===== config.mk =====
export PLATFORM = sky130hd
export DESIGN_NAME = m3inv_fifo
export DESIGN_NICKNAME = d
export VERILOG_FILES = /design/src/hdl/m3inv_pkg.sv /design/src/hdl/m3inv_fifo.sv
export SDC_FILE = /design/constraint.sdc
export NUM_CORES = 2
export LEC_CHECK = 0
export BUFFER_PORTS_ARGS = -buffer_cell sky130_fd_sc_hd__buf_2
export CORE_AREA = 4 4 502 504
export DETAILED_ROUTE_END_ITERATION = 12
export DIE_AREA = 0 0 506 508
export PLACE_DENSITY_LB_ADDON = 0.3
export SLEW_MARGIN = 10
export SYNTH_ARGS = -nofsm -noshare
export SYNTH_HDL_FRONTEND = slang
export SYNTH_SLANG_ARGS = --single-unit

===== constraint.sdc =====
create_clock -name clk -period 40.3 [get_ports clk]
set_input_delay 12.09 -clock clk [delete_from_list [all_inputs] [get_ports clk]]
set_output_delay 12.09 -clock clk [all_outputs]
set_load 0.005 [all_outputs]

===== src/hdl/m3inv_pkg.sv =====
// ----------------------------------------------------------------------------
// m3inv_pkg
// Shared types and fixed-point helpers for the 3x3 matrix inverse block.
// ----------------------------------------------------------------------------
package m3inv_pkg;

  typedef struct packed {
    logic signed [63:0] m00;
    logic signed [63:0] m01;
    logic signed [63:0] m02;
    logic signed [63:0] m10;
    logic signed [63:0] m11;
    logic signed [63:0] m12;
    logic signed [63:0] m20;
    logic signed [63:0] m21;
    logic signed [63:0] m22;
  } mat_in_t;

  typedef struct packed {
    logic signed [63:0] inv00;
    logic signed [63:0] inv01;
    logic signed [63:0] inv02;
    logic signed [63:0] inv10;
    logic signed [63:0] inv11;
    logic signed [63:0] inv12;
    logic signed [63:0] inv20;
    logic signed [63:0] inv21;
    logic signed [63:0] inv22;
    logic               singular;
  } mat_out_t;

  // front to back: cofactors and determinant of one request
  typedef struct packed {
    logic [8:0][63:0] adj;
    logic [63:0]      det;
  } cof_item_t;

  localparam logic [63:0] SMIN = 64'h8000000000000000;
  localparam logic [63:0] SMAX = 64'h7FFFFFFFFFFFFFFF;

  function automatic logic [63:0] sat_add(input logic [63:0] a, input logic [63:0] b);
    logic [63:0] s;
    s = a + b;
    if (a[63] == b[63] && s[63] != a[63]) sat_add = a[63] ? SMIN : SMAX;
    else sat_add = s;
  endfunction

  function automatic logic [63:0] sat_sub(input logic [63:0] a, input logic [63:0] b);
    logic [63:0] s;
    s = a - b;
    if (a[63] != b[63] && s[63] != a[63]) sat_sub = a[63] ? SMIN : SMAX;
    else sat_sub = s;
  endfunction

  // floor shift of a 128-bit signed product and saturation to 64 bits
  function automatic logic [63:0] shift_sat(input logic signed [127:0] p, input int fb);
    logic signed [127:0] r;
    r = p >>> fb;
    if (r[127:63] == '0 || r[127:63] == '1) shift_sat = r[63:0];
    else shift_sat = r[127] ? SMIN : SMAX;
  endfunction

endpackage


===== src/hdl/m3inv_fifo.sv =====
// ----------------------------------------------------------------------------
// m3inv_fifo
// Short queue between the cofactor front and the scaling back part.
// ----------------------------------------------------------------------------
module m3inv_fifo #(
  parameter int DEPTH = 4
) (
  input  logic                 clk,
  input  logic                 rst,
  input  logic                 wr,
  input  m3inv_pkg::cof_item_t wdata,
  input  logic                 rd,
  output logic                 empty,
  output m3inv_pkg::cof_item_t rdata
);
  localparam int AW = (DEPTH > 1) ? $clog2(DEPTH) : 1;
  m3inv_pkg::cof_item_t mem [DEPTH];
  logic [AW-1:0] wp, rp;
  logic [AW:0] cnt;

  assign empty = (cnt == '0);
  assign rdata = mem[rp];

  always_ff @(posedge clk) begin
    if (wr) mem[wp] <= wdata;
    if (rst) begin
      wp <= '0; rp <= '0; cnt <= '0;
    end else begin
      if (wr) wp <= (wp == AW'(DEPTH-1)) ? '0 : wp + 1'b1;
      if (rd) rp <= (rp == AW'(DEPTH-1)) ? '0 : rp + 1'b1;
      cnt <= cnt + (AW+1)'(wr) - (AW+1)'(rd);
    end
  end
endmodule


==> flow_results.org <==
** Route
- The routed layout has between 40000 and 50000 vias.
- After detailed routing, the number of remaining DRC violations is 0.
- Total wire length :: 238.4 mm
- Post-detailed-route wirelength per cell :: approximately 28 µm
- The count of nets left with antenna violations once routing finished came out at 0.
- The detailed router finished its first iteration with 3806 violations.
- Mean number of vias per cell :: 5.101
- The first TritonRoute pass finished after 5 iterations.

** Pwr
- The share of total power dissipated in sequential elements is 0.511.
- Switch share :: 0.2158
- The design draws between 6000 and 7000 µW.
- The analysis attributes to net switching a power of 1298 µW.
- Proportion of power drawn by combinational gates :: 0.079
- Internal power comes to 4718 µW.
- IR analysis of the VDD net gives a maximum drop of 0.00004338 V.
- Summed over all cells, the static leakage comes to 0.03692 µW.
- Part of the total power dissipated in the clock network :: 0.410
- Total power divided by cell area :: 53.77 nW/µm²

** Synth
- Leading area contributor after synthesis :: sky130_fd_sc_hd__edfxtp_1
- The cell count after synthesis came out at roughly 3400.
- The synthesized netlist occupies a cell area of approximately 93000 µm².
- Synth warnings :: 0
- Number of synthesized flops with an enable pin :: 2560
- Most repeated cell in the gate-level netlist after synthesis :: sky130_fd_sc_hd__edfxtp_1
- Counting flops with an async set or reset pin after synthesis yields a share of 0.
- Distinct cells, synth :: 21
- Top cells by area in the synthesized netlist :: sky130_fd_sc_hd__edfxtp_1 82%, sky130_fd_sc_hd__mux4_2 15%, sky130_fd_sc_hd__buf_12 1.4%
- Total nets after synthesis :: 4035
- Prevailing post-synth register cell :: sky130_fd_sc_hd__edfxtp_1
- Most frequent cells after synthesis :: 2560 x sky130_fd_sc_hd__edfxtp_1, 640 x sky130_fd_sc_hd__mux4_2, 66 x sky130_fd_sc_hd__buf_12, 61 x sky130_fd_sc_hd__buf_2, 9 x sky130_fd_sc_hd__dfxtp_1
- Yosys top cell area share :: 0.8228
- Synth Register Bits :: around 2600
- Fraction of the yosys area taken by sequential cells :: 0.8247
- Each instance of the synthesized netlist takes up on average 27.62 µm².

** Worst setup path
- Arrival time reported for the critical path endpoint :: about 5.7 ns
- STA classifies the critical path startpoint as a flop.
- At the worst endpoint, the required time is 28.21 ns.
- R2R setup slack :: 34.44 ns
- Worst Setup End Kind :: output port
- Along the worst path, the maximum fanout reaches 97.
- Worst setup path class :: reg -> out

** Cells and area
- Core occupancy in the finished layout :: 0.4516
- After routing the design area is between 100000 and 150000 µm².
- Filler Cell Count :: 20830
- In the final layout, the share of cells above drive strength 1 is 0.4675.
- Syn-to-layout area delta :: 19.74%
- At the end of the flow, the number of nets in the layout was 5531.

** STA
- Unrepaired setup endpoints after global routing :: false
- Min Clock Period, post-route :: 17.75 ns
- Of the available clock period, the critical path in the final layout requires 0.4404.
- Max-slew headroom at the worst pin :: 0.2613
- Achievable frequency :: 0.05634 GHz
- The final hold violation count came to 0.
- For the pin with the worst max-slew slack, the measured transition is 1.108 ns.
- The number of slew-limit violations in the final report came to 0.
- Final worst clock skew :: 0.06142 ns
- Total setup violations reported at the end of the flow :: 0
- Fin worst setup slack :: 22.55 ns
- For the final routed database, the setup TNS stands at 0 ns.

** Die
- Number of top-level pins :: 1285
- Measured along the x axis, the die boundary spans about 510 µm.
- Standard-cell row count :: 183
- Effective utilization at floorplan :: 0.3771
- The floorplan step defined a die boundary enclosing 257000 µm².
- Die height :: slightly above 500 µm
- Core ar. :: 247700 µm²

** Global routing
- Met1 Usage GRT :: 0.2143
- Overflow after GRT :: 0
- The initial antenna violation count was 206.
- For this run, the total global-route usage over all layers was measured as 0.1809.
- Highest-utilization routing layer at the global route stage :: met2
- Entering global routing, the biggest net connects 142 pins.
- Number of global-route vias before repair :: ~45000
- In the global route stage, met2 resource usage came out at 0.2906.
- Global-route track usage on met3 :: 0.08472
- The first global-routing pass estimated 335.0 mm of wire.

** Placed design
- Before CTS, the worst setup slack after placement is between 20 and 25 ns.
- Total of buffers placed on input and output ports :: 1284
- Placement-stage cell area :: 102900 µm²
- Detailed placement ended at an HPWL of 158.6 mm.
- Final Wtd Congestion :: 0.7889

** Clock network
- Count of H-tree levels built during CTS :: 5
- The cell sitting at the root of the clock tree is a sky130_fd_sc_hd__clkbuf_16.
- The number of hold buffers added after CTS was 0.
- In this run the post-CTS setup repair buffer count came out at 0.
- Clock Pin Slew Worst Setup and Hold Paths :: 0.06 ns
- Worst-case clock buffer depth :: 4
- TritonCTS built the clock tree.
- The clock drives 2569 sinks.
- Clock buffer count from CTS :: 286
- For the worst-skew pair, the clock arrives at the later sink with an insertion delay of between 0.9 and 1 ns.
- Number of gates resized after CTS :: 0

** Min path
- Class of the tightest hold or removal check :: reg -> reg

** Status
- The flow ran to the end, and the final reports show no timing, DRC or antenna violations.

** Flow run
- Max-cap violations in this run came to 0.
layout by cell type, fill, tap and decap left out, drive strengths merged:
| cell type | Yosys | final |
|---|---|---|
| nor2b | 1 | 1 |
| edfxtp | 2560 | 2560 |
| mux2i | 2 | 2 |
| clkinvlp | 0 | 6 |
| nand2b | 2 | 2 |
| xnor3 | 1 | 1 |
| and2 | 4 | 4 |
| fa | 1 | 1 |
| mux4 | 640 | 640 |
| clkbuf | 8 | 354 |
| nor2 | 4 | 4 |
| or3b | 2 | 2 |
| buf | 134 | 1350 |
| inv | 5 | 14 |
| bufinv | 0 | 21 |
| dfxtp | 9 | 9 |
| clkinv | 0 | 101 |
| diode | 0 | 78 |
| nor3 | 1 | 1 |
| ha | 7 | 7 |
| a21oi | 2 | 2 |
area by class of cell:
class                   instances  area, µm²  area share
clock buffers                 354       7550     0.06748
inverters                       5      18.77   0.0001677
repair buffers               1350       6959     0.06220
flip-flops and latches       2569      77060      0.6888
well taps                    3330       4167     0.03724
clock inverters               137       1265     0.01131
diodes                         78      195.2    0.001745
multi-input cells             667      14670      0.1311
critical path: stages, from the launching register on:
cell                      delay, ns
sky130_fd_sc_hd__dfxtp_4       0.79
sky130_fd_sc_hd__buf_12        0.71
sky130_fd_sc_hd__buf_4         0.73
sky130_fd_sc_hd__buf_4         0.79
sky130_fd_sc_hd__buf_4         0.71
sky130_fd_sc_hd__mux4_2        0.61
sky130_fd_sc_hd__buf_2         0.17
registers in the layout (all words and copies together) (netlist names), named ones only:
name / flops
rp: 2
mem: 2560
cnt: 3
wp: 2
worst paths after layout:
check / endpoint / depth (start not counted) / startpoint
hold reg to reg: flop / 2 / rp[0]
setup / recovery: rdata[54] / 6 / flop
hold / removal: flop / 2 / rp[0]
setup reg to reg: mem[1][134] / 7 / wp[0]
power groups by stage:
stage / Sequential, µW / Clock, µW / Combinational (µW)
global route: 3080 / 2650 / 508
detailed placement: 3130 / 0 / 487
finish: 3080 / 2470 / 473
CTS: 3080 / 2530 / 488
global placement: 3130 / 0 / 483
floorplan: 3200 / 0 / 248
routing by layer:
layer | routed length [µm] | up-vias
li1 | - | 17990
met1 | 85720 | 22770
met2 | 116200 | 1789
met3 | 27320 | 616
met4 | 8178 | 154
met5 | 931 | -
per-stage QoR:
step                hold slack (ns)  cells
global route                 0.5211   8445
global placement             0.4856   7921
finish                       0.5090   8490
CTS                          0.5061   8412
floorplan                    0.4685   3383
detailed placement           0.4964   7921
kinds of logic (layout without fill, tap and decap cells):
group,Yosys count,after routing,synth area share
other,0,78,0
and+or+nand+nor,14,14,0.0008704
muxes,642,642,0.1545
buffers and inverters,147,1846,0.01845
DFF,2569,2569,0.8247
adders and majority gates,8,8,0.001152
xor gates and xnor gates,1,1,0.0002410
AOI/OAI and AO/OA,2,2,0.0001071
No activity file was read; power rests on OpenSTA's default activity.
